--- src/rtl/vbmu_pkg.sv ---
// Package for the video bank mapping unit: bank count, region and function codes,
// per-bank write masks and the bank window decoder function.
// No dependencies.
package vbmu_pkg;

  localparam int unsigned NUM_BANKS = 9;
  localparam int unsigned BIDX_W    = 4;
  localparam int unsigned CTL_W     = 8;
  localparam int unsigned ADDR_W    = 20;
  localparam int unsigned OFS_W     = 17;
  localparam int unsigned SIZE_W    = 18;

  // function codes
  localparam logic FUNC_WRITE = 1'b0;
  localparam logic FUNC_XLATE = 1'b1;

  // region codes
  localparam logic [2:0] RG_LCDC = 3'd0;
  localparam logic [2:0] RG_BGA  = 3'd1;
  localparam logic [2:0] RG_OBJA = 3'd2;
  localparam logic [2:0] RG_BGB  = 3'd3;
  localparam logic [2:0] RG_OBJB = 3'd4;
  localparam logic [2:0] RG_SUB  = 3'd5;
  localparam logic [2:0] RG_TEX  = 3'd6;
  localparam logic [2:0] RG_TPAL = 3'd7;

  // bank control mode codes
  localparam logic [2:0] MODE_0 = 3'd0;
  localparam logic [2:0] MODE_1 = 3'd1;
  localparam logic [2:0] MODE_2 = 3'd2;
  localparam logic [2:0] MODE_3 = 3'd3;
  localparam logic [2:0] MODE_4 = 3'd4;

  // bank numbers with special handling
  localparam logic [BIDX_W-1:0] BANK_C = 4'd2;
  localparam logic [BIDX_W-1:0] BANK_D = 4'd3;
  localparam logic [BIDX_W-1:0] BANK_E = 4'd4;
  localparam logic [BIDX_W-1:0] BANK_F = 4'd5;
  localparam logic [BIDX_W-1:0] BANK_G = 4'd6;
  localparam logic [BIDX_W-1:0] BANK_H = 4'd7;
  localparam logic [BIDX_W-1:0] BANK_I = 4'd8;

  // window sizes
  localparam logic [SIZE_W-1:0] SIZE_128K = 18'h20000;
  localparam logic [SIZE_W-1:0] SIZE_64K  = 18'h10000;
  localparam logic [SIZE_W-1:0] SIZE_32K  = 18'h08000;
  localparam logic [SIZE_W-1:0] SIZE_16K  = 18'h04000;

  // fixed window bases
  localparam logic [ADDR_W-1:0] BASE_E_LCDC = 20'h80000;
  localparam logic [ADDR_W-1:0] BASE_F_LCDC = 20'h90000;
  localparam logic [ADDR_W-1:0] BASE_G_LCDC = 20'h94000;
  localparam logic [ADDR_W-1:0] BASE_H_LCDC = 20'h98000;
  localparam logic [ADDR_W-1:0] BASE_I_LCDC = 20'ha0000;
  localparam logic [ADDR_W-1:0] BASE_I_BGB  = 20'h08000;

  typedef logic [NUM_BANKS-1:0][CTL_W-1:0] ctl_arr_t;

  // writable bits of each bank control byte
  localparam ctl_arr_t WRITE_MASKS = {
    8'h83, 8'h83, 8'h9f, 8'h9f, 8'h87, 8'h9f, 8'h9f, 8'h9b, 8'h9b
  };

  // one bank window
  typedef struct packed {
    logic              mapped;
    logic [2:0]        region;
    logic [ADDR_W-1:0] base;
    logic [SIZE_W-1:0] size;
  } win_t;

  // translate result
  typedef struct packed {
    logic [NUM_BANKS-1:0] hit_mask;
    logic [BIDX_W-1:0]    first_bank;
    logic [OFS_W-1:0]     bank_offset;
  } xlat_t;

  // bank is enabled and given to the sub processor
  function automatic logic on_sub(input logic [CTL_W-1:0] ctl);
    return ctl[7] && (ctl[2:0] == MODE_2);
  endfunction

  // window that a control byte opens for bank b
  function automatic win_t bank_window(input logic [BIDX_W-1:0] b,
                                       input logic [CTL_W-1:0] ctl);
    win_t       w;
    logic [2:0] mode;
    logic       o0;
    logic       o1;
    mode     = ctl[2:0];
    o0       = ctl[3];
    o1       = ctl[4];
    w.mapped = 1'b0;
    w.region = RG_LCDC;
    w.base   = '0;
    w.size   = '0;
    if (b <= BANK_D) begin
      w.size = SIZE_128K;
      case (mode)
        MODE_0: begin
          w.mapped = 1'b1; w.region = RG_LCDC; w.base = {1'b0, b[1:0], 17'b0};
        end
        MODE_1: begin
          w.mapped = 1'b1; w.region = RG_BGA; w.base = {1'b0, o1, o0, 17'b0};
        end
        MODE_2: begin
          w.mapped = 1'b1;
          w.region = (b >= BANK_C) ? RG_SUB : RG_OBJA;
          w.base   = {2'b0, o0, 17'b0};
        end
        MODE_3: begin
          w.mapped = 1'b1; w.region = RG_TEX; w.base = {1'b0, o1, o0, 17'b0};
        end
        MODE_4: begin
          w.mapped = (b == BANK_C) || (b == BANK_D);
          w.region = (b == BANK_C) ? RG_BGB : RG_OBJB;
        end
        default: w.mapped = 1'b0;
      endcase
    end else if (b == BANK_E) begin
      w.size = SIZE_64K;
      case (mode)
        MODE_0: begin w.mapped = 1'b1; w.region = RG_LCDC; w.base = BASE_E_LCDC; end
        MODE_1: begin w.mapped = 1'b1; w.region = RG_BGA; end
        MODE_2: begin w.mapped = 1'b1; w.region = RG_OBJA; end
        MODE_3: begin w.mapped = 1'b1; w.region = RG_TPAL; end
        default: w.mapped = 1'b0;
      endcase
    end else if ((b == BANK_F) || (b == BANK_G)) begin
      w.size = SIZE_16K;
      case (mode)
        MODE_0: begin
          w.mapped = 1'b1; w.region = RG_LCDC;
          w.base   = (b == BANK_F) ? BASE_F_LCDC : BASE_G_LCDC;
        end
        MODE_1: begin
          w.mapped = 1'b1; w.region = RG_BGA; w.base = {3'b0, o1, 1'b0, o0, 14'b0};
        end
        MODE_2: begin
          w.mapped = 1'b1; w.region = RG_OBJA; w.base = {3'b0, o1, 1'b0, o0, 14'b0};
        end
        MODE_3: begin
          w.mapped = 1'b1; w.region = RG_TPAL; w.base = {3'b0, o1, 1'b0, o0, 14'b0};
        end
        default: w.mapped = 1'b0;
      endcase
    end else if (b == BANK_H) begin
      w.size = SIZE_32K;
      case (mode)
        MODE_0: begin w.mapped = 1'b1; w.region = RG_LCDC; w.base = BASE_H_LCDC; end
        MODE_1: begin w.mapped = 1'b1; w.region = RG_BGB; end
        default: w.mapped = 1'b0;
      endcase
    end else if (b == BANK_I) begin
      w.size = SIZE_16K;
      case (mode)
        MODE_0: begin w.mapped = 1'b1; w.region = RG_LCDC; w.base = BASE_I_LCDC; end
        MODE_1: begin w.mapped = 1'b1; w.region = RG_BGB; w.base = BASE_I_BGB; end
        MODE_2: begin w.mapped = 1'b1; w.region = RG_OBJB; end
        default: w.mapped = 1'b0;
      endcase
    end
    // disabled bank opens no window
    w.mapped = w.mapped && ctl[7];
    return w;
  endfunction

endpackage

--- src/rtl/video_bank_mapping_unit_top.sv ---
// A beat accepted goes into the input register, and its result is then captured in the
// output register. Throughput: one beat per cycle while the result side does not stall;
// one pass of window compare and priority pick.
// Reset clears all bank control bytes, the sub processor status and both valid flags.
// Depends on vbmu_pkg and vbmu_decode.
module video_bank_mapping_unit_top (
  input  logic                          clk_i,
  input  logic                          rst_ni,
  input  logic                          in_valid_i,
  output logic                          in_stall_o,
  input  logic                          func_i,
  input  logic [vbmu_pkg::BIDX_W-1:0]   bank_index_i,
  input  logic [vbmu_pkg::CTL_W-1:0]    control_value_i,
  input  logic [2:0]                    region_i,
  input  logic [vbmu_pkg::ADDR_W-1:0]   region_address_i,
  output logic                          out_valid_o,
  input  logic                          out_stall_i,
  output logic [vbmu_pkg::NUM_BANKS-1:0] hit_mask_o,
  output logic [vbmu_pkg::BIDX_W-1:0]   first_bank_o,
  output logic [vbmu_pkg::OFS_W-1:0]    bank_offset_o,
  output logic [1:0]                    status_bits_o,
  output logic [vbmu_pkg::CTL_W-1:0]    control_readback_o
);
  import vbmu_pkg::*;

  // input register
  logic              s1_valid_q;
  logic              s1_func_q;
  logic [BIDX_W-1:0] s1_bidx_q;
  logic [CTL_W-1:0]  s1_val_q;
  logic [2:0]        s1_region_q;
  logic [ADDR_W-1:0] s1_addr_q;

  // bank state
  ctl_arr_t   ctl_q;
  ctl_arr_t   ctl_d;
  logic [1:0] cpu_status_q;
  logic [1:0] status_d;

  // output register
  logic                 out_valid_q;
  logic [NUM_BANKS-1:0] hit_mask_q;
  logic [BIDX_W-1:0]    first_bank_q;
  logic [OFS_W-1:0]     bank_offset_q;
  logic [1:0]           status_q;
  logic [CTL_W-1:0]     readback_q;

  logic    out_load;
  logic    s1_fire;
  logic    bidx_ok;
  logic    do_write;
  xlat_t   xlat;
  logic [CTL_W-1:0] readback_d;

  // handshake
  assign out_load   = !out_valid_q || !out_stall_i;
  assign s1_fire    = s1_valid_q && out_load;
  assign in_stall_o = s1_valid_q && !out_load;

  always_ff @(posedge clk_i or negedge rst_ni) begin
    if (!rst_ni) begin
      s1_valid_q <= 1'b0;
    end else if (!in_stall_o) begin
      s1_valid_q <= in_valid_i;
    end
  end

  always_ff @(posedge clk_i) begin
    if (!in_stall_o && in_valid_i) begin
      s1_func_q   <= func_i;
      s1_bidx_q   <= bank_index_i;
      s1_val_q    <= control_value_i;
      s1_region_q <= region_i;
      s1_addr_q   <= region_address_i;
    end
  end

  // control write
  assign bidx_ok  = s1_bidx_q < BIDX_W'(NUM_BANKS);
  assign do_write = (s1_func_q == FUNC_WRITE) && bidx_ok;

  always_comb begin
    ctl_d    = ctl_q;
    status_d = cpu_status_q;
    if (do_write) begin
      ctl_d[s1_bidx_q] = s1_val_q & WRITE_MASKS[s1_bidx_q];
      status_d         = {on_sub(ctl_d[BANK_D]), on_sub(ctl_d[BANK_C])};
    end
  end

  assign readback_d = bidx_ok ? ctl_d[s1_bidx_q] : '0;

  always_ff @(posedge clk_i or negedge rst_ni) begin
    if (!rst_ni) begin
      ctl_q        <= '0;
      cpu_status_q <= '0;
    end else if (s1_fire) begin
      ctl_q        <= ctl_d;
      cpu_status_q <= status_d;
    end
  end

  // translate
  vbmu_decode u_decode (
    .ctl_i    (ctl_q),
    .region_i (s1_region_q),
    .addr_i   (s1_addr_q),
    .xlat_o   (xlat)
  );

  // result register
  always_ff @(posedge clk_i or negedge rst_ni) begin
    if (!rst_ni) begin
      out_valid_q <= 1'b0;
    end else if (out_load) begin
      out_valid_q <= s1_valid_q;
    end
  end

  always_ff @(posedge clk_i) begin
    if (s1_fire) begin
      if (s1_func_q == FUNC_XLATE) begin
        hit_mask_q    <= xlat.hit_mask;
        first_bank_q  <= xlat.first_bank;
        bank_offset_q <= xlat.bank_offset;
      end else begin
        hit_mask_q    <= '0;
        first_bank_q  <= '0;
        bank_offset_q <= '0;
      end
      status_q   <= status_d;
      readback_q <= readback_d;
    end
  end

  assign out_valid_o        = out_valid_q;
  assign hit_mask_o         = hit_mask_q;
  assign first_bank_o       = first_bank_q;
  assign bank_offset_o      = bank_offset_q;
  assign status_bits_o      = status_q;
  assign control_readback_o = readback_q;

endmodule

--- src/rtl/vbmu_decode.sv ---
// Address translate logic: checks all bank windows in parallel and picks the lowest hit.
// Depends on vbmu_pkg.
module vbmu_decode (
  input  vbmu_pkg::ctl_arr_t          ctl_i,
  input  logic [2:0]                  region_i,
  input  logic [vbmu_pkg::ADDR_W-1:0] addr_i,
  output vbmu_pkg::xlat_t             xlat_o
);
  import vbmu_pkg::*;

  logic [NUM_BANKS-1:0]            hit;
  logic [NUM_BANKS-1:0][OFS_W-1:0] ofs;

  // per-bank window compare
  for (genvar gi = 0; gi < NUM_BANKS; gi++) begin : g_bank
    win_t          win;
    logic [ADDR_W:0] diff;
    assign win  = bank_window(BIDX_W'(gi), ctl_i[gi]);
    assign diff = {1'b0, addr_i} - {1'b0, win.base};
    assign hit[gi] = win.mapped && (win.region == region_i) && !diff[ADDR_W]
                     && (diff[ADDR_W-1:0] < {{(ADDR_W-SIZE_W){1'b0}}, win.size});
    assign ofs[gi] = diff[OFS_W-1:0];
  end

  // lowest hit bank wins
  always_comb begin
    xlat_o.hit_mask    = hit;
    xlat_o.first_bank  = '0;
    xlat_o.bank_offset = '0;
    for (int i = NUM_BANKS - 1; i >= 0; i--) begin
      if (hit[i]) begin
        xlat_o.first_bank  = BIDX_W'(i);
        xlat_o.bank_offset = ofs[i];
      end
    end
  end

endmodule

--- config.mk ---
export PLATFORM = sky130hd
export DESIGN_NAME = video_bank_mapping_unit_top
export DESIGN_NICKNAME = d
export VERILOG_FILES = /design/src/rtl/vbmu_pkg.sv /design/src/rtl/video_bank_mapping_unit_top.sv /design/src/rtl/vbmu_decode.sv
export SDC_FILE = /design/constraint.sdc
export NUM_CORES = 1
export LEC_CHECK = 0
export BUFFER_PORTS_ARGS = -buffer_cell sky130_fd_sc_hd__buf_2
export CAP_MARGIN = 20
export CORE_ASPECT_RATIO = 1.25
export CORE_MARGIN = 2
export CORE_UTILIZATION = 33
export CTS_CLUSTER_DIAMETER = 30
export DETAILED_ROUTE_END_ITERATION = 8
export PLACE_DENSITY = 0.5
export REMOVE_ABC_BUFFERS = 1
export SLEW_MARGIN = 10
export SYNTH_ARGS = -nofsm -noshare
export SYNTH_HDL_FRONTEND = slang
export SYNTH_SLANG_ARGS = --single-unit
export TNS_END_PERCENT = 20
--- constraint.sdc ---
create_clock -name clk_i -period 6.2 [get_ports clk_i]
set_input_delay 1.86 -clock clk_i [delete_from_list [all_inputs] [get_ports clk_i]]
set_output_delay 1.86 -clock clk_i [all_outputs]
set_load 0.03 [all_outputs]
## Word-level counts from Yosys, hierarchy flattened

Memory sizes are Yosys's and may differ from the RTL's. A register that Yosys moved wholly into a read port is not among the register bits.
Index checks and enable logic that the tools add are counted.

| storage, ports and cells | value |
|---|---|
| memories | 1 |
| register bits | 152 |
| ROM bits | 128 |
| word-level logic and storage cells | 214 |
| output and inout port bits | 42 |
| input port bits | 40 |
| bits in latches | 0 |
| RAM bits | 0 |

| operators by class | value |
|---|---|
| shifts and indexed selects | 0 |
| order comparisons | 12 |
| muxes and demuxes | 43 |
| add/subtract/negate cells | 9 |
| reductions and logical operators | 83 |
| $mul | 0 |
| bitwise gates (word level) | 2 |
| divide/modulo/power cells | 0 |
| equality and inequality tests | 39 |

Memory list:

| memory | depth | width | read ports | clocked after memory_dff | write ports | RTL line | text |
|---|---|---|---|---|---|---|---|
| (name not given) | 16 | 8 | 1 | 1 | 0 | video_bank_mapping_unit_top.sv:86 | `ctl_d[s1_bidx_q] = s1_val_q & WRITE_MASKS[s1_bidx_q];` |

Operators with widths:

| operator | count |
|---|---|
| $pmux W23 S4 | 2 |
| $pmux W19 S3 | 3 |
| $mux W20 | 6 |
| $sub A20 B20 Y21 | 5 |
| $sub A20 B19 Y21 | 4 |
| $lt A20 B18 Y1 const B | 4 |
| $bwmux W72 | 1 |
| $mux W72 | 1 |
| $lt A20 B15 Y1 const B | 3 |
| $eq A3 B2 Y1 const B | 17 |
| $pmux W3 S4 | 4 |
| $logic_and A1 B1 Y1 | 43 |
| $pmux W20 S2 | 1 |
| $mux W19 | 2 |
| $pmux W19 S2 | 1 |
| $bmux W8 S4 | 1 |
| $demux W8 S4 | 1 |
| $eq A3 B1 Y1 const B | 9 |
| $logic_not A3 Y1 | 9 |
| $eq A3 B3 Y1 | 8 |
| $mux W8 | 3 |
| $mux W21 | 1 |
| $lt A20 B16 Y1 const B | 1 |
| $lt A20 B17 Y1 const B | 1 |
| 21 further kinds | 57 |

## Longest topological paths before layout

Gate-level depths: netlist (run 1).

| logic depth | value |
|---|---|
| depth after elaboration | 16 |
| gate-level depth with buffers | 12 |
| gate-level depth less buffers | 11 |

## Hierarchy

Synthesis (run 1) repeated with hierarchy kept, for this count alone.

| unflattened totals | value |
|---|---|
| cells, all modules | 694 |
| area total of the unflattened synthesis | 8197.9 um2 |

By module, submodules not included:

| module | cells an instance | times used | seq. area each (um2) | area an instance (um2) |
|---|---|---|---|---|
| video_bank_mapping_unit_top | 445 | 1 | 4164.0 | 6354.8 |
| vbmu_decode | 249 | 1 | 0.0 | 1843.0 |

## Least setup slack after synthesis (run 1)

OpenSTA, ideal clock, no wires.

| path | value |
|---|---|
| kind | input -> register |
| start | in out_stall_i |
| end | reg ctl_q[0] (netlist bit) |
| slack | 2026 ps |
| library setup time | 125 ps |
| stages on the path | 6 |
| data arrival time | 4049 ps |
| path through | nand2_1 nand2_1 inv_1 nand3_1 nor3_2 mux2_2 |

| between the ends | value |
|---|---|
| cells in the longest elaborated chain, start to end | 3 |

Ends and longest elaborated chain:

| what | RTL line | text |
|---|---|---|
| start, declared | video_bank_mapping_unit_top.sv:17 | `input logic out_stall_i,` |
| $logic_not A1 Y1 | video_bank_mapping_unit_top.sv:56 | `assign out_load = !out_valid_q \|\| !out_stall_i;` |
| $logic_or A1 B1 Y1 | video_bank_mapping_unit_top.sv:56 |  |
| $logic_and A1 B1 Y1 | video_bank_mapping_unit_top.sv:57 | `assign s1_fire = s1_valid_q && out_load;` |
| via s1_fire | video_bank_mapping_unit_top.sv:49 | `logic s1_fire;` |
| end signal, assigned | video_bank_mapping_unit_top.sv:98 | `ctl_q <= ctl_d;` |
| end, declared | video_bank_mapping_unit_top.sv:35 | `ctl_arr_t ctl_q;` |

The timed path passes the listed nets, and every way through them passes these cells.
A chain may end at the register's enable or synchronous reset.

## Final worst setup path (run 1)

| path | value |
|---|---|
| start | in out_stall_i |
| end | out in_stall_o |

| between the ends | value |
|---|---|
| cells in the longest elaborated chain, start to end | 4 |

Ends and longest elaborated chain:

| what | RTL line | text |
|---|---|---|
| $logic_not A1 Y1 | video_bank_mapping_unit_top.sv:56 |  |
| $logic_or A1 B1 Y1 | video_bank_mapping_unit_top.sv:56 |  |
| $logic_not A1 Y1 | video_bank_mapping_unit_top.sv:58 | `assign in_stall_o = s1_valid_q && !out_load;` |
| $logic_and A1 B1 Y1 | video_bank_mapping_unit_top.sv:58 |  |
| end, declared | video_bank_mapping_unit_top.sv:10 | `output logic in_stall_o,` |

No other way between the ends.

==> flow_summary.json, run 1 <==
{
  "async_flop_share": 0.500,
  "yosys.area.top_type_share": 0.274,
  "critPathArrivalTime_ns": 2.30,
  "clk_latency_ns": 0.43,
  "portBuffers": 79,
  "cts_hold_buf": 0,
  "finClkSkew_ns": 0.0122,
  "min_period_ns": 4.16,
  "seq_area_frac_synth": 0.513,
  "avgSynthCellArea_um2": 12.1,
  "cp-endpoint": "in_stall_o",
  "irDropWorstVdd_mv": 0.171,
  "power_per_cell_area_nw_per_um2": 305,
  "antenna_left": 0,
  "nets": 811,
  "initial_utilization": 0.333,
  "grt_pass1_vias": 5735,
  "antenna_cells": 0,
  "nFillCells": 2389,
  "synth_cell_types": 74,
  "crit_path_end_kind": "output port",
  "coreArea_um2": 24300,
  "critPathLaunch": "out_stall_i",
  "netlist_area_um2": 8120,
  "period_share": 0.670,
  "grt_usage": 0.165,
  "num_vias": 5576,
  "layout-drive-gt1-share": 0.294,
  "grt_pass1_wl_um": 32300,
  "yosysWarningCount": 0,
  "crit_path_max_fanout": 3,
  "required_ns": 4.34,
  "hold_path.class": "register to register",
  "die_h_um": 179,
  "ys_ff_latch": 152,
  "total_leakage_power_nw": 3.90,
  "worstSetupPathType": "input pin to output port",
  "pwr-share-comb": 0.195,
  "fmax_mhz": 241,
  "p_switching_uw": 901,
  "cp-start-kind": "input pin",
  "hp-start": "ctl_q[35]$_DFFE_PN0P_",
  "r2r_setup_slack_ns": 2.80,
  "place_congestion": 0.817,
  "wirelength_um": 20900,
  "grt_max_degree": 77,
  "syn-instance-count": 673,
  "finalMaxSlewViolations": 0,
  "r2r_end": "bank_offset_o[6]$_SDFFCE_PN0P_",
  "cts_max_path_buffers": 2,
  "die_width_um": 144,
  "placementRows": 64,
  "post_cts_buffers": 0,
  "setup-violations-final": 0,
  "cts_tree": "built",
  "cts_buffers": 17,
  "wl_per_cell_um": 19.2,
  "pwr-share-seq": 0.453,
  "hpwl_um": 14800,
  "path_clk_slew_ns": 0.07,
  "synth_edf_count": 74,
  "pwr-share-clk": 0.353,
  "holdPathStages": 1,
  "viasPerCell": 5.14,
  "drc": 0,
  "status": "completed",
  "yosys.area.top_type": "edfxtp_1",
  "yosys-top-cells-area": "edfxtp_1 (27%), dfrtp_1 (23%), mux2_2 (8.2%)",
  "grt_overflow_total": 0,
  "tightest_slew_ns": 0.872,
  "grt_antenna_before_repair": 0,
  "htree_levels": 4,
  "drtIter0Drc": 306,
  "slew-limit-headroom": 0.419,
  "cts_root_buffer": "clkbuf_16",
  "io_pins": 82,
  "cts-resized-gates": 0,
  "fin_setup_tns_ns": 0,
  "rr_worst_depth": 10,
  "clock_sinks": 152,
  "dr.pass1.iters": 4,
  "syn2layout_area_growth_pct": 15.0,
  "grt_setup_unrepaired": "no",
  "cap_violations": 0,
  "hold_viol": 0,
  "r2r-start": "ctl_q[56]$_DFFE_PN0P_",
  "internal_power_mw": 1.94,
  "final_util": 0.384,
  "yosys_most_used_dff": "dfrtp_1",
  "switching_share": 0.317,
  "dieArea_um2": 25900
}
[cells in the mapped netlist (all sizes together), types with 6 or more instances]
library cell,count
buf,23
and2,9
o21ai,14
mux2,59
dfrtp,76
mux2i,11
nand3,14
clkbuf,14
ha,25
xor2,10
nor3b,8
or3,7
xnor2,9
nor2b,30
or2,13
nand2,50
nor4,9
nor2,43
inv,23
nand4b,6
nor3,14
edfxtp,74
nand2b,13
mux4,13
a21oi,32
[cells by family (layout without fill, tap and decap cells)]
kind of cell    Yosys count  after routing  share of synthesized area
compound gates           92             92                     0.0763
fa+ha+maj                30             30                     0.0509
mux                      83             83                      0.131
flops                   152            152                      0.513
xor+xnor                 19             19                     0.0205
simple gates            236            236                      0.170
buf+inv                  61            142                     0.0382
[worst min path at each step]
stage,to,slack [ns]
6_report,ctl_q[35]$_DFFE_PN0P_,0.50
5_1_grt,ctl_q[38]$_DFFE_PN0P_,0.52
4_1_cts,ctl_q[35]$_DFFE_PN0P_,0.51
3_5_place_dp,ctl_q[38]$_DFFE_PN0P_,0.49
3_3_place_gp,out_valid_o$_DFFE_PN0N_,0.48
2_1_floorplan,out_valid_o$_DFFE_PN0N_,0.46
[per-layer routing]
metal | wire length, um | GRT usage | vias up
met5 | 0 | 0 | -
met3 | 737 | 0.0271 | 35
met2 | 10100 | 0.278 | 145
met4 | 560 | 0.0663 | 0
li1 | - | - | 2601
met1 | 9430 | 0.211 | 2795
[layout make-up]
cell class	count	area [um2]	share of cell area
Sequential cell	152	4160	0.446
Multi-Input combinational cell	460	3640	0.390
Timing Repair Buffer	86	470	0.0504
Clock buffer	18	429	0.0460
Tap cell	330	413	0.0442
Clock inverter	14	128	0.0137
Inverter	24	90.1	0.00965
[power by group through the flow]
stage | combinational [mW] | clock (mW) | sequential (mW)
after global routing | 0.614 | 1.06 | 1.30
after detailed placement | 0.551 | 0 | 1.31
after global placement | 0.524 | 0 | 1.30
after floorplan | 0.359 | 0 | 1.31
after CTS | 0.556 | 1.02 | 1.29
final | 0.554 | 1.00 | 1.29
[cell usage in the layout, fill, tap and decap left out, drive strengths merged, types with 14 or more instances in the layout]
cell | Yosys | layout
a21oi | 32 | 32
nand3 | 14 | 14
dfrtp | 76 | 76
nand2 | 50 | 50
nor2b | 30 | 30
mux2 | 59 | 59
buf | 23 | 86
inv | 23 | 33
o21ai | 14 | 14
clkbuf | 14 | 18
nor3 | 14 | 14
ha | 25 | 25
nor2 | 43 | 43
edfxtp | 74 | 74
[state kept, by name (all words and copies together) (netlist names), named ones only]
register	cells
s1_val_q	6
ctl_q	72
bank_offset_o	17
first_bank_o	4
status_bits_o	2
s1_region_q	3
hit_mask_o	9
s1_addr_q	20
s1_bidx_q	4
s1_func_q	1
control_readback_o	8
out_valid_o	1
s1_valid_q	1
cpu_status_q	2
[per-stage QoR]
step / setup WS (ns) / power [mW] / cell area, um2 / hold WS, ns / instances
global route: 1.99 / 2.98 / 9340 / 0.517 / 1084
floorplan: 2.03 / 1.67 / 7900 / 0.457 / 636
detailed placement: 2.04 / 1.86 / 8750 / 0.488 / 1051
global placement: 2.04 / 1.83 / 8750 / 0.479 / 1051
CTS: 2.04 / 2.86 / 9310 / 0.506 / 1083
finish: 2.04 / 2.84 / 9340 / 0.501 / 1084
[worst max-delay path: stages]
cell and delay (ns):
buf_2 0.09, nand3_1 0.10, inv_1 0.06, buf_2 0.18
Note: power is estimated with default switching activity, not from simulation.
==> run 2, diff against run 1 <==
--- a/config.mk
+++ b/config.mk
@@ -5,6 +5,7 @@
 export SDC_FILE = /design/constraint.sdc
 export NUM_CORES = 1
 export LEC_CHECK = 0
+export ABC_AREA = 1
 export BUFFER_PORTS_ARGS = -buffer_cell sky130_fd_sc_hd__buf_2
 export CAP_MARGIN = 20
 export CORE_ASPECT_RATIO = 1.25
@@ -12,7 +13,7 @@
 export CORE_UTILIZATION = 33
 export CTS_CLUSTER_DIAMETER = 30
 export DETAILED_ROUTE_END_ITERATION = 8
-export PLACE_DENSITY = 0.5
+export PLACE_DENSITY = 0.51
 export REMOVE_ABC_BUFFERS = 1
 export SLEW_MARGIN = 10
 export SYNTH_ARGS = -nofsm -noshare
==> constraint.sdc (replaced) <==
create_clock -name clk_i -period 3.4 [get_ports clk_i]
set_input_delay 1.02 -clock clk_i [delete_from_list [all_inputs] [get_ports clk_i]]
set_output_delay 1.02 -clock clk_i [all_outputs]
set_load 0.03 [all_outputs]
==> flow_summary.json, run 2 <==
{
  "switching_share": 0.331,
  "synth_top_cells_by_count": "nand2_1 (231), inv_1 (124), nor2_1 (111), o21ai_0 (80), dfrtp_1 (76)",
  "cts-resized-gates": 0,
  "pwr-share-clk": 0.339,
  "cp-start-kind": "register",
  "internal_power_mw": 4.09,
  "num_vias": 6541,
  "rr_worst_depth": 14,
  "required_ns": 3.55,
  "hold_path.class": "register to register",
  "multi_input_area_um2": 3330,
  "critPathArrivalTime_ns": 2.88,
  "pwr-share-seq": 0.407,
  "fin_setup_tns_ns": 0,
  "crit_slowest_cell": "dfrtp_1",
  "grt_overflow_total": 0,
  "syn2layout_area_growth_pct": 17.5,
  "yosysWarningCount": 0,
  "cts_tree": "built",
  "r2r-start": "ctl_q[24]$_DFFE_PN0P_",
  "portBuffers": 79,
  "cts_hold_buf": 0,
  "total_leakage_power_nw": 4.38,
  "seq_area_frac_synth": 0.513,
  "final_cell_mix": "nand2_1 (231), inv_1 (124), nor2_1 (111)",
  "grt_pass1_vias": 6527,
  "dieArea_um2": 25900,
  "path_clk_slew_ns": 0.06,
  "yosys-top-cells-area": "edfxtp_1 (27%), dfrtp_1 (23%), nand2_1 (11%)",
  "critPathLaunch": "ctl_q[24]$_DFFE_PN0P_",
  "nets": 1121,
  "p_switching_mw": 2.02,
  "r2r_end": "bank_offset_o[12]$_SDFFCE_PN0P_",
  "grt_max_degree": 46,
  "cap_violations": 0,
  "async_flop_share": 0.500,
  "worstSetupPathType": "register to register",
  "antenna_left": 0,
  "tightest_slew_ns": 0.574,
  "clock_sinks": 152,
  "regMostFlops": "ctl_q",
  "yosys.area.top_type_share": 0.274,
  "coreArea_um2": 24300,
  "fmax_mhz": 367,
  "worst-path-stages": 14,
  "final_util": 0.392,
  "wl_per_cell_um": 15.8,
  "wirelength_um": 22000,
  "post-route-worst-setup-slack_ns": 0.672,
  "nFillCells": 2556,
  "regArea_um2": 4160,
  "path_buf_inv": 2,
  "status": "completed",
  "antenna_cells": 0,
  "die_width_um": 144,
  "grt_antenna_before_repair": 0,
  "post_cts_buffers": 0,
  "irDropWorstVdd_mv": 0.352,
  "viasPerCell": 4.69,
  "synth_simple_gate_area_frac": 0.217,
  "finalMaxSlewViolations": 0,
  "synth-xor-area-share": 0.0119,
  "critical_path.most_common_cell": "nor2_1",
  "setup-violations-final": 0,
  "layout_commonest_cell": "nand2_1",
  "netlist_area_um2": 8120,
  "drtIter0Drc": 462,
  "hpwl_um": 16600,
  "yosys.area.top_type": "edfxtp_1",
  "pre_cts_ws_ns": 0.653,
  "crit_path_end_kind": "register",
  "wl_met3_um": 866,
  "largest_register_ff_count": 72,
  "synth_most_common_cell": "nand2_1",
  "synthMuxAreaShare": 0,
  "synth_edf_count": 74,
  "die_h_um": 179,
  "wl_met2_um": 10600,
  "hold_viol": 0,
  "wl_met1_um": 9890,
  "crit_family": "simple AND/OR/NAND/NOR gates",
  "dr.pass1.iters": 6,
  "pwr-share-comb": 0.254,
  "avgSynthCellArea_um2": 8.44,
  "cpPeakStageDelay_ns": 0.47,
  "placementRows": 64,
  "io_pins": 82,
  "htree_levels": 4,
  "min_period_ns": 2.73,
  "power_per_cell_area_nw_per_um2": 640,
  "place_congestion": 0.875,
  "cts_max_path_buffers": 2,
  "finClkSkew_ns": 0.00884,
  "slew-limit-headroom": 0.617,
  "r2r_setup_slack_ns": 0.67,
  "synth_top_family_by_area": "simple AND/OR/NAND/NOR gates",
  "period_share": 0.802,
  "drc": 0,
  "yosys_most_used_dff": "dfrtp_1",
  "layout-drive-gt1-share": 0.140,
  "synth-compound-area-share": 0.131,
  "grt_pass1_wl_um": 35100,
  "path_cells": "nor2_1 -> inv_1 -> nor2_1 -> a31oi_1 -> inv_1 -> fa_1 -> nand2_1 -> nor2_1 -> nand3_1 -> nor2_1 -> nand2_1 -> nand2_2 -> nor2_4 -> a21oi_1",
  "cts_buffers": 17,
  "top_layer": "met4",
  "synth_fa_ha_area_frac": 0.0508,
  "synth_cell_types": 46,
  "cp-endpoint": "bank_offset_o[12]$_SDFFCE_PN0P_",
  "cts_root_buffer": "clkbuf_16",
  "grt_usage": 0.178,
  "crit_path_max_fanout": 16,
  "initial_utilization": 0.334,
  "clk_latency_ns": 0.42,
  "ys_ff_latch": 152,
  "grt_setup_unrepaired": "no",
  "syn-instance-count": 962
}
==> run 2: cell types whose count changed in the layout (fill, tap and decap cells not counted), moves of 12 or more <==
cell / before / now
a21oi_1: 31 / 45
nand2b_1: 13 / 0
inv_1: 21 / 124
mux2_2: 59 / 0
o21ai_0: 14 / 80
nand2_1: 50 / 231
o21ai_1: 0 / 27
nor2_1: 37 / 111
mux4_2: 13 / 0
nand3_1: 14 / 34
nor2b_1: 30 / 0
o22ai_1: 4 / 16
==> run 2: how the worst min path moves through the flow <==
stage,startpoint,to,slack [ns],cells past startpoint
after floorplan,s1_valid_q$_DFFE_PN0N_,out_valid_o$_DFFE_PN0N_,0.45,2
after global placement,s1_valid_q$_DFFE_PN0N_,out_valid_o$_DFFE_PN0N_,0.46,2
after detailed placement,s1_valid_q$_DFFE_PN0N_,out_valid_o$_DFFE_PN0N_,0.47,2
after CTS,s1_valid_q$_DFFE_PN0N_,out_valid_o$_DFFE_PN0N_,0.49,2
after global routing,ctl_q[20]$_DFFE_PN0P_,ctl_q[20]$_DFFE_PN0P_,0.51,2
final,s1_valid_q$_DFFE_PN0N_,out_valid_o$_DFFE_PN0N_,0.48,2
==> run 2: tightest hold or removal path: cells and delay by family (launching register included) <==
| family | cells | cell delay, ns |
|---|---|---|
| DFF | 1 | 0.34 |
| buffers and inverters | 1 | 0.05 |
| and+or+nand+nor | 1 | 0.05 |
==> run 2: metal layers <==
layer,track usage,up-vias
li1,-,3356
met1,0.226,2978
met2,0.299,168
met3,0.0290,39
met4,0.0726,0
met5,0,-
==> run 2: logic make-up (layout without fill, tap and decap cells) <==
| logic type | count (synthesis) | count (layout) |
|---|---|---|
| AND/OR/NAND/NOR | 422 | 422 |
| AO/OA/AOI/OAI | 191 | 191 |
| buffers and inverters | 156 | 258 |
| flip-flops | 152 | 152 |
| adder cells (fa/ha/maj) | 30 | 30 |
| XOR/XNOR | 11 | 11 |
==> run 2: stage by stage <==
stage / instances / area [um2] / hold WS (ns) / power [mW]
6_report: 1394 / 9550 / 0.480 / 6.11
5_1_grt: 1394 / 9550 / 0.512 / 6.54
4_1_cts: 1394 / 9550 / 0.489 / 6.18
3_5_place_dp: 1362 / 8910 / 0.474 / 4.08
3_3_place_gp: 1362 / 8910 / 0.463 / 4.05
2_1_floorplan: 938 / 7990 / 0.448 / 3.60
==> run 2: final cells by class <==
cell class	count	share of cell area
Inverter	132	0.0519
Tap cell	330	0.0432
Sequential cell	152	0.436
Clock buffer	19	0.0453
Timing Repair Buffer	94	0.0535
Multi-Input combinational cell	654	0.349
Clock inverter	13	0.0211
==> run 2: power by group through the flow <==
stage | logic [mW] | registers [mW] | clock network, mW
after floorplan | 1.04 | 2.56 | 0
after global placement | 1.53 | 2.52 | 0
after detailed placement | 1.56 | 2.52 | 0
after CTS | 1.57 | 2.48 | 2.12
after global routing | 1.81 | 2.53 | 2.20
final | 1.55 | 2.49 | 2.07
